## config.mk

```make
export PLATFORM = sky130hd
export DESIGN_NAME = nmea_rmc_gga_field_extractor
export DESIGN_NICKNAME = d
export VERILOG_FILES = /design/src/nrgfe_pkg.sv /design/src/nrgfe_cfg.sv /design/src/nrgfe_parse.sv /design/src/nrgfe_tdiv.sv /design/src/nmea_rmc_gga_field_extractor.sv
export SDC_FILE = /design/constraint.sdc
export NUM_CORES = 2
export LEC_CHECK = 0
export BUFFER_PORTS_ARGS = -buffer_cell sky130_fd_sc_hd__buf_2
export CORE_ASPECT_RATIO = 1.25
export CORE_MARGIN = 8
export CORE_UTILIZATION = 40
export DETAILED_ROUTE_END_ITERATION = 10
export GPL_ROUTABILITY_DRIVEN = 0
export PLACE_DENSITY = 0.67
export SLEW_MARGIN = 0
export SYNTH_ARGS = -nofsm -noshare
export SYNTH_HDL_FRONTEND = slang
export SYNTH_HIERARCHICAL = 1
export SYNTH_SLANG_ARGS = --single-unit
```

## constraint.sdc

```tcl
create_clock -name clk -period 19.8 [get_ports clk]
set_input_delay 3.96 -clock clk [delete_from_list [all_inputs] [get_ports clk]]
set_output_delay 3.96 -clock clk [all_outputs]
set_load 0.02 [all_outputs]
```

## src/nrgfe_pkg.sv

```systemverilog
// Shared types and constants for the NMEA RMC/GGA field extractor.
`default_nettype none

package nrgfe_pkg;

	localparam int unsigned ACC_W     = 32;
	localparam int unsigned CNT_W     = 6;
	localparam int unsigned FIELD_W   = 6;
	localparam int unsigned CFG_IDX_W = 3;

	localparam logic [CNT_W-1:0] CNT_MAX = 6'd63;

	// sentence characters
	localparam logic [7:0] CH_STAR  = 8'h2A;
	localparam logic [7:0] CH_COMMA = 8'h2C;
	localparam logic [7:0] CH_ZERO  = 8'h30;
	localparam logic [7:0] CH_NINE  = 8'h39;

	// configuration register indexes
	localparam logic [CFG_IDX_W-1:0] CFG_RMC_SPEED = 3'd0;
	localparam logic [CFG_IDX_W-1:0] CFG_RMC_DATE  = 3'd1;
	localparam logic [CFG_IDX_W-1:0] CFG_GGA_TIME  = 3'd2;
	localparam logic [CFG_IDX_W-1:0] CFG_GGA_SATS  = 3'd3;
	localparam logic [CFG_IDX_W-1:0] CFG_GGA_HDOP  = 3'd4;
	localparam logic [CFG_IDX_W-1:0] CFG_GGA_ALT   = 3'd5;

	typedef enum logic [2:0] {
		OP_CHAR      = 3'd0,
		OP_BEGIN_RMC = 3'd1,
		OP_BEGIN_GGA = 3'd2,
		OP_ACK_ALT   = 3'd3,
		OP_ACK_SPEED = 3'd4
	} op_t;

	typedef struct packed {
		logic [FIELD_W-1:0] rmc_speed;
		logic [FIELD_W-1:0] rmc_date;
		logic [FIELD_W-1:0] gga_time;
		logic [FIELD_W-1:0] gga_sats;
		logic [FIELD_W-1:0] gga_hdop;
		logic [FIELD_W-1:0] gga_alt;
	} cfg_t;

	// one result word; time_acc is the undivided time until the divide stage
	typedef struct packed {
		logic [ACC_W-1:0] speed;
		logic [ACC_W-1:0] date;
		logic [ACC_W-1:0] time_acc;
		logic [ACC_W-1:0] sats;
		logic [ACC_W-1:0] hdop;
		logic [ACC_W-1:0] alt;
		logic             new_speed;
		logic             new_alt;
		logic             date_valid;
		logic             in_rmc;
		logic             in_gga;
	} res_t;

endpackage

`default_nettype wire

```

## src/nrgfe_cfg.sv

```systemverilog
// Field position registers written through the configuration port.
`default_nettype none

module nrgfe_cfg
	import nrgfe_pkg::*;
(
	input  wire logic                 clk,
	input  wire logic                 arst_n,
	input  wire logic                 wr_en,
	input  wire logic [CFG_IDX_W-1:0] wr_index,
	input  wire logic [FIELD_W-1:0]   wr_data,
	output cfg_t                      cfg
);

	cfg_t cfg_q;

	always_ff @(posedge clk or negedge arst_n) begin
		if (!arst_n) begin
			cfg_q.rmc_speed <= 6'd8;
			cfg_q.rmc_date  <= 6'd10;
			cfg_q.gga_time  <= 6'd2;
			cfg_q.gga_sats  <= 6'd8;
			cfg_q.gga_hdop  <= 6'd9;
			cfg_q.gga_alt   <= 6'd10;
		end else if (wr_en) begin
			unique case (wr_index)
				CFG_RMC_SPEED: cfg_q.rmc_speed <= wr_data;
				CFG_RMC_DATE:  cfg_q.rmc_date  <= wr_data;
				CFG_GGA_TIME:  cfg_q.gga_time  <= wr_data;
				CFG_GGA_SATS:  cfg_q.gga_sats  <= wr_data;
				CFG_GGA_HDOP:  cfg_q.gga_hdop  <= wr_data;
				CFG_GGA_ALT:   cfg_q.gga_alt   <= wr_data;
				default: ;
			endcase
		end
	end

	assign cfg = cfg_q;

endmodule

`default_nettype wire

```

## src/nrgfe_parse.sv

```systemverilog
// Input register, sentence parsing state and capture logic.
`default_nettype none

module nrgfe_parse
	import nrgfe_pkg::*;
(
	input  wire logic       clk,
	input  wire logic       arst_n,
	input  wire logic       in_valid,
	output logic            in_stall,
	input  wire logic [2:0] op,
	input  wire logic [7:0] char_in,
	input  cfg_t            cfg,
	output logic            res_valid,
	input  wire logic       res_ready,
	output res_t            res
);

	logic       v_s1;
	logic [2:0] op_s1;
	logic [7:0] char_s1;
	logic       v_s2;

	logic             mode_rmc_q, mode_gga_q, digit_seen_q;
	logic [CNT_W-1:0] cnt_q;
	logic [ACC_W-1:0] acc_q;
	logic [ACC_W-1:0] speed_q, date_q, time_q, sats_q, hdop_q, alt_q;
	logic             new_speed_q, new_alt_q, date_valid_q;

	logic             mode_rmc_d, mode_gga_d, digit_seen_d;
	logic [CNT_W-1:0] cnt_d, cnt_inc;
	logic [ACC_W-1:0] acc_d, acc_x10;
	logic [ACC_W-1:0] speed_d, date_d, time_d, sats_d, hdop_d, alt_d;
	logic             new_speed_d, new_alt_d, date_valid_d;
	logic             is_digit;

	logic ready_s1, ready_s2, fire_s1;

	assign ready_s2 = !v_s2 || res_ready;
	assign ready_s1 = !v_s1 || ready_s2;
	assign fire_s1  = v_s1 && ready_s2;
	assign in_stall = !ready_s1;

	always_ff @(posedge clk or negedge arst_n) begin
		if (!arst_n) begin
			v_s1 <= 1'b0;
			v_s2 <= 1'b0;
		end else begin
			if (ready_s1) begin
				v_s1 <= in_valid;
			end
			if (ready_s2) begin
				v_s2 <= v_s1;
			end
		end
	end

	always_ff @(posedge clk) begin
		if (in_valid && ready_s1) begin
			op_s1   <= op;
			char_s1 <= char_in;
		end
	end

	// digits '0'..'9' sit at 0x30..0x39, so the low nibble is the value
	assign is_digit = (char_s1 >= CH_ZERO) && (char_s1 <= CH_NINE);
	assign acc_x10  = {acc_q[ACC_W-4:0], 3'b000} + {acc_q[ACC_W-2:0], 1'b0};
	assign cnt_inc  = (cnt_q == CNT_MAX) ? cnt_q : cnt_q + 1'b1;

	always_comb begin
		mode_rmc_d   = mode_rmc_q;
		mode_gga_d   = mode_gga_q;
		digit_seen_d = digit_seen_q;
		cnt_d        = cnt_q;
		acc_d        = acc_q;
		speed_d      = speed_q;
		date_d       = date_q;
		time_d       = time_q;
		sats_d       = sats_q;
		hdop_d       = hdop_q;
		alt_d        = alt_q;
		new_speed_d  = new_speed_q;
		new_alt_d    = new_alt_q;
		date_valid_d = date_valid_q;
		unique case (op_t'(op_s1))
			OP_CHAR: begin
				if (char_s1 == CH_STAR) begin
					mode_rmc_d = 1'b0;
					mode_gga_d = 1'b0;
				end else if (mode_rmc_q || mode_gga_q) begin
					if (char_s1 == CH_COMMA) begin
						cnt_d = cnt_inc;
						if (digit_seen_q) begin
							if (mode_rmc_q) begin
								if (cnt_inc == cfg.rmc_speed) begin
									speed_d     = acc_q;
									new_speed_d = 1'b1;
								end else if (cnt_inc == cfg.rmc_date) begin
									date_d       = acc_q;
									date_valid_d = 1'b1;
								end
							end else begin
								if (cnt_inc == cfg.gga_time) begin
									time_d = acc_q;
								end else if (cnt_inc == cfg.gga_sats) begin
									sats_d = acc_q;
								end else if (cnt_inc == cfg.gga_hdop) begin
									hdop_d = acc_q;
								end else if (cnt_inc == cfg.gga_alt) begin
									alt_d     = acc_q;
									new_alt_d = 1'b1;
								end
							end
						end
						acc_d        = '0;
						digit_seen_d = 1'b0;
					end else if (is_digit) begin
						acc_d        = acc_x10 + {{(ACC_W-4){1'b0}}, char_s1[3:0]};
						digit_seen_d = 1'b1;
					end
				end
			end
			OP_BEGIN_RMC: begin
				cnt_d        = '0;
				acc_d        = '0;
				digit_seen_d = 1'b0;
				mode_rmc_d   = 1'b1;
			end
			OP_BEGIN_GGA: begin
				cnt_d        = '0;
				acc_d        = '0;
				digit_seen_d = 1'b0;
				mode_gga_d   = 1'b1;
			end
			OP_ACK_ALT:   new_alt_d   = 1'b0;
			OP_ACK_SPEED: new_speed_d = 1'b0;
			default: ;
		endcase
	end

	always_ff @(posedge clk or negedge arst_n) begin
		if (!arst_n) begin
			mode_rmc_q   <= 1'b0;
			mode_gga_q   <= 1'b0;
			digit_seen_q <= 1'b0;
			cnt_q        <= '0;
			acc_q        <= '0;
			speed_q      <= '0;
			date_q       <= '0;
			time_q       <= '0;
			sats_q       <= '0;
			hdop_q       <= '0;
			alt_q        <= '0;
			new_speed_q  <= 1'b0;
			new_alt_q    <= 1'b0;
			date_valid_q <= 1'b0;
		end else if (fire_s1) begin
			mode_rmc_q   <= mode_rmc_d;
			mode_gga_q   <= mode_gga_d;
			digit_seen_q <= digit_seen_d;
			cnt_q        <= cnt_d;
			acc_q        <= acc_d;
			speed_q      <= speed_d;
			date_q       <= date_d;
			time_q       <= time_d;
			sats_q       <= sats_d;
			hdop_q       <= hdop_d;
			alt_q        <= alt_d;
			new_speed_q  <= new_speed_d;
			new_alt_q    <= new_alt_d;
			date_valid_q <= date_valid_d;
		end
	end

	// state only moves when a word enters stage 2, so the state registers
	// are the stage 2 result word
	assign res_valid      = v_s2;
	assign res.speed      = speed_q;
	assign res.date       = date_q;
	assign res.time_acc   = time_q;
	assign res.sats       = sats_q;
	assign res.hdop       = hdop_q;
	assign res.alt        = alt_q;
	assign res.new_speed  = new_speed_q;
	assign res.new_alt    = new_alt_q;
	assign res.date_valid = date_valid_q;
	assign res.in_rmc     = mode_rmc_q;
	assign res.in_gga     = mode_gga_q;

endmodule

`default_nettype wire

```

## src/nrgfe_tdiv.sv

```systemverilog
// Two-stage divide of the GGA time by a constant, ending in the output register.
`default_nettype none

module nrgfe_tdiv
	import nrgfe_pkg::*;
#(
	parameter int unsigned TIME_DIVISOR = 100
) (
	input  wire logic clk,
	input  wire logic arst_n,
	input  wire logic in_valid,
	output logic      in_ready,
	input  res_t      in_res,
	output logic      out_valid,
	input  wire logic out_stall,
	output res_t      out_res
);

	// q = floor(x * M / 2^(32+L)), M = floor(2^(32+L)/D) + 1, exact for 32-bit x
	localparam int unsigned SHIFT_L  = $clog2(TIME_DIVISOR);
	localparam logic [63:0] MAGIC    =
		((64'd1 << (ACC_W + SHIFT_L)) / 64'(TIME_DIVISOR)) + 64'd1;
	localparam logic             MAGIC_HI = MAGIC[ACC_W];
	localparam logic [ACC_W-1:0] MAGIC_LO = MAGIC[ACC_W-1:0];
	localparam int unsigned SUM_W    = 2 * ACC_W + SHIFT_L + 1;

	logic               v_s3, v_s4;
	res_t               res_s3, res_s4, res_div;
	logic [2*ACC_W-1:0] prod_s3;
	logic [SUM_W-1:0]   sum;
	logic [ACC_W-1:0]   quot;
	logic               ready_s3, ready_s4;

	assign ready_s4 = !v_s4 || !out_stall;
	assign ready_s3 = !v_s3 || ready_s4;
	assign in_ready = ready_s3;

	always_ff @(posedge clk or negedge arst_n) begin
		if (!arst_n) begin
			v_s3 <= 1'b0;
			v_s4 <= 1'b0;
		end else begin
			if (ready_s3) begin
				v_s3 <= in_valid;
			end
			if (ready_s4) begin
				v_s4 <= v_s3;
			end
		end
	end

	always_ff @(posedge clk) begin
		if (in_valid && ready_s3) begin
			res_s3  <= in_res;
			prod_s3 <= {{ACC_W{1'b0}}, in_res.time_acc} * {{ACC_W{1'b0}}, MAGIC_LO};
		end
	end

	assign sum  = SUM_W'(prod_s3)
		+ (MAGIC_HI ? (SUM_W'(res_s3.time_acc) << ACC_W) : {SUM_W{1'b0}});
	assign quot = sum[ACC_W + SHIFT_L +: ACC_W];

	always_comb begin
		res_div          = res_s3;
		res_div.time_acc = quot;
	end

	always_ff @(posedge clk) begin
		if (v_s3 && ready_s4) begin
			res_s4 <= res_div;
		end
	end

	assign out_valid = v_s4;
	assign out_res   = res_s4;

endmodule

`default_nettype wire

```

## src/nmea_rmc_gga_field_extractor.sv

```systemverilog
// Top level of the NMEA RMC/GGA field extractor.
//
//  channel | direction | handshake            | word
//  --------+-----------+----------------------+-------------------------------------
//  input   | in        | in_valid / in_stall  | op, char_in
//  output  | out       | out_valid / out_stall| speed_raw .. alt_raw, flags, modes
//  config  | in        | cfg_valid / cfg_ready| cfg_index, cfg_data
//
// One word per cycle sustained while out_stall is low; a result word passes through the
// input register, parse state, time multiply and add-and-shift output register in
// that order.
// Reset clears all parse state, captured values and flags, and loads the
// default field positions; no clearing pass follows.
// A stalled output fills the empty stages first; in_stall rises only when all
// four stages hold words. cfg_ready is always high.
`default_nettype none

module nmea_rmc_gga_field_extractor
	import nrgfe_pkg::*;
#(
	parameter int unsigned TIME_DIVISOR = 100
) (
	input  wire logic                 clk,
	input  wire logic                 arst_n,
	input  wire logic                 in_valid,
	output logic                      in_stall,
	input  wire logic [2:0]           op,
	input  wire logic [7:0]           char_in,
	output logic                      out_valid,
	input  wire logic                 out_stall,
	output logic [31:0]               speed_raw,
	output logic [31:0]               date_raw,
	output logic [31:0]               time_raw,
	output logic [31:0]               sat_count,
	output logic [31:0]               hdop_raw,
	output logic [31:0]               alt_raw,
	output logic                      new_speed,
	output logic                      new_alt,
	output logic                      date_valid,
	output logic                      in_rmc,
	output logic                      in_gga,
	input  wire logic                 cfg_valid,
	output logic                      cfg_ready,
	input  wire logic [CFG_IDX_W-1:0] cfg_index,
	input  wire logic [FIELD_W-1:0]   cfg_data
);

	cfg_t cfg;
	res_t parse_res, out_res;
	logic parse_valid, div_ready;

	assign cfg_ready = 1'b1;

	nrgfe_cfg u_cfg (
		.clk      (clk),
		.arst_n   (arst_n),
		.wr_en    (cfg_valid && cfg_ready),
		.wr_index (cfg_index),
		.wr_data  (cfg_data),
		.cfg      (cfg)
	);

	nrgfe_parse u_parse (
		.clk       (clk),
		.arst_n    (arst_n),
		.in_valid  (in_valid),
		.in_stall  (in_stall),
		.op        (op),
		.char_in   (char_in),
		.cfg       (cfg),
		.res_valid (parse_valid),
		.res_ready (div_ready),
		.res       (parse_res)
	);

	nrgfe_tdiv #(
		.TIME_DIVISOR (TIME_DIVISOR)
	) u_tdiv (
		.clk       (clk),
		.arst_n    (arst_n),
		.in_valid  (parse_valid),
		.in_ready  (div_ready),
		.in_res    (parse_res),
		.out_valid (out_valid),
		.out_stall (out_stall),
		.out_res   (out_res)
	);

	assign speed_raw  = out_res.speed;
	assign date_raw   = out_res.date;
	assign time_raw   = out_res.time_acc;
	assign sat_count  = out_res.sats;
	assign hdop_raw   = out_res.hdop;
	assign alt_raw    = out_res.alt;
	assign new_speed  = out_res.new_speed;
	assign new_alt    = out_res.new_alt;
	assign date_valid = out_res.date_valid;
	assign in_rmc     = out_res.in_rmc;
	assign in_gga     = out_res.in_gga;

endmodule

`default_nettype wire

```

==> results.json <==
{
  "outcome": "finished, final reports clean",
  "hpwlAfterDp_um": 85390,
  "setup_viol": 0,
  "critPathLaunchType": "primary input",
  "first_pass_iters": 5,
  "grt-ovfl-total": 0,
  "r2r-start": "u_parse/time_q[14]$_DFFE_PN0P_",
  "post_cts_buffers": 0,
  "ant_nets": 0,
  "tns_ns": 0,
  "clock_latency_ns": 0.67,
  "htreeDepth": 3,
  "grt_max_degree": 97,
  "drive_above_1_share": 0.1523,
  "fp.dieW_um": 315.0,
  "clock_sinks": 706,
  "finalCritPeriodShare": 0.4352,
  "max_freq_ghz": 0.1161,
  "cts_buffer_depth": 3,
  "crit_fanout": 4,
  "yosys.area.top_type": "edfxtp_1",
  "regToRegSetupSlack_ns": 11.59,
  "synth_cells": 3325,
  "worst_pin_slew_ns": 1.117,
  "min_from": "u_tdiv/res_div[27]$_DFFE_PP_",
  "hold_slack_ns": 0.4072,
  "antenna_found_initial": 3,
  "yosys_warnings": 6,
  "max_slew_margin": 0.2554,
  "min_to": "u_tdiv/out_res[27]$_DFFE_PP_",
  "grt_usage": 0.1825,
  "crit_top_cell": "buf_2",
  "worstSetupPathType": "in -> out",
  "cts_hold_buf": 0,
  "nNetsFinal": 4491,
  "vias": 26030,
  "hold_class": "reg -> reg",
  "num_rows": 137,
  "path_clk_slew_ns": 0.06,
  "post_dp_cell_area_um2": 47470,
  "core_area_um2": 111200,
  "stdcell_area_um2": 49870,
  "critPathSlowestCell": "nand3b_1",
  "drv_cap": 0,
  "irDropWorstVdd_uv": 87.48,
  "ff2ff_path_depth": 22,
  "synth-edff-count": 430,
  "final.min_clock_period_ns": 8.616,
  "regToRegEndpoint": "u_tdiv/prod_s3[54]$_DFFE_PP_",
  "drt_drc_violations_left": 0,
  "ys_async_sr_fraction": 0.3909,
  "min_path_cells": 0,
  "startpoint": "out_stall",
  "worst_clock_skew_ns": 0.04390,
  "synth_seq_cells": 706,
  "cts_resized": 0,
  "synth_flop_cell": "edfxtp_1",
  "routed_wl_um": 110600,
  "fillers": 9965,
  "max_stage_delay_ns": 0.23,
  "hold_viol": 0,
  "cts_tree": "done",
  "cts_buffers": 72,
  "cp_cell_sequence": "buf_2 > nand3_1 > nand3b_1 > inv_1 > buf_2",
  "slew_viol_final": 0,
  "crit_arrival_ns": 4.66,
  "die_h_um": 389.8,
  "synth_common_cells": "579 x inv_1, 477 x ha_1, 430 x edfxtp_1",
  "synthMostInstantiatedCell": "inv_1",
  "yosysTopAreaCellShare": 0.2888,
  "ys_seq_area_frac": 0.4435,
  "wl_per_cell_um": 21.73,
  "critPathCaptureType": "output port",
  "pin_count": 225,
  "grt_pass1_vias": 28350,
  "syn_area_um2": 44710,
  "syn_to_final_growth_pct": 11.52,
  "cts_root_buffer": "clkbuf_16",
  "grt_pass1_wl_um": 170200,
  "rsz0062_at_grt": "no",
  "cp_data_required_time_ns": 15.84,
  "netlist_top_cells_area": "edfxtp_1 29%, fa_1 19%, dfrtp_1 15%",
  "power_density_nw_per_um2": 71.61,
  "dieArea_um2": 122800,
  "netlist-cell-type-count": 86,
  "viasPerCell": 5.114,
  "drt_iter0_drc": 1510,
  "leakage_nw": 25.08,
  "port_buffers": 217,
  "syn-mean-instance-area_um2": 13.45,
  "initial_core_util": 0.4019
}
report_power, final:
group / leakage [nW] / internal [mW] / switching [mW]
Combinational: 15.9 / 0.131 / 0.276
Sequential: 8.05 / 1.73 / 0.0618
Clock: 1.14 / 0.776 / 0.598
Total: 25.1 / 2.63 / 0.936
registers in the layout (all words and copies together) (netlist names), 3 cells and up:
signal,count
u_tdiv/out_res,191
u_tdiv/res_div,165
u_cfg/cfg,36
u_parse/acc_q,32
u_parse/alt_q,32
u_parse/date_q,32
u_parse/hdop_q,32
u_parse/sats_q,32
u_parse/speed_q,32
u_parse/time_q,32
u_tdiv/res_s3,32
u_tdiv/prod_s3,31
u_parse/char_s1,8
u_parse/cnt_q,6
u_parse/op_s1,3
worst max-delay path: cells and delay by family:
family	cells	cell delay (ns)
and+or+nand+nor	2	0.35
buffers and inverters	3	0.34
per-stage QoR:
step	power [mW]	util	std cells	worst slack [ns]
2_1_floorplan	2.101	-	3330	1.089
3_3_place_gp	2.231	0.4267	4956	11.19
3_5_place_dp	2.237	0.4267	4956	11.17
4_1_cts	3.631	0.4482	5089	11.17
5_1_grt	3.721	0.4482	5089	11.08
6_report	3.571	0.4482	5090	11.18
logic make-up (layout without fill, tap and decap cells):
group,Yosys count,count (layout),synth area share
adders and majority gates,895,895,0.3206
AOI/OAI and AO/OA,399,399,0.05809
muxes,232,232,0.05890
xor gates and xnor gates,133,133,0.02605
DFF,706,706,0.4435
buffers and inverters,647,947,0.05723
other,2,8,0.0001680
and+or+nand+nor,311,311,0.03543
cells in the final DEF (no fill, tap or decap), types with 72 or more instances in the layout:
master / instances
inv_1: 579
ha_1: 477
edfxtp_1: 430
fa_1: 418
dfrtp_1: 267
buf_2: 216
mux2_2: 180
a21oi_1: 105
nand2_1: 93
xnor2_1: 78
o21ai_0: 77
clkbuf_16: 72
worst max-delay path by stage:
stage,endpoint,slack (ns),depth (start not counted)
after detailed placement,in_stall,11.17,5
after floorplan,u_tdiv/out_res[0]$_DFFE_PP_,1.09,1
final,in_stall,11.18,5
after global placement,in_stall,11.19,5
after CTS,in_stall,11.17,5
after global routing,in_stall,11.08,5
per-layer routing:
layer | wire length, um | GRT usage | share of wire | up-vias
li1 | - | - | - | 11840
met1 | 44300 | 0.2239 | 0.40 | 13210
met2 | 53590 | 0.3080 | 0.48 | 778
met3 | 8487 | 0.04658 | 0.077 | 203
met4 | 4212 | 0.07152 | 0.038 | 0
met5 | 0 | 0 | 0 | -
cell type report:
class,count,area [um2],area share
antenna,1,2.502,0.00005018
clock buffer,98,1919,0.03849
clock inverter,35,478.0,0.009585
inverter,580,2177,0.04366
multi-input combinational,1977,22410,0.4494
sequential,706,19830,0.3977
tap,1459,1826,0.03661
timing repair buffer,234,1224,0.02454
Note: power is estimated with default switching activity, not from simulation.
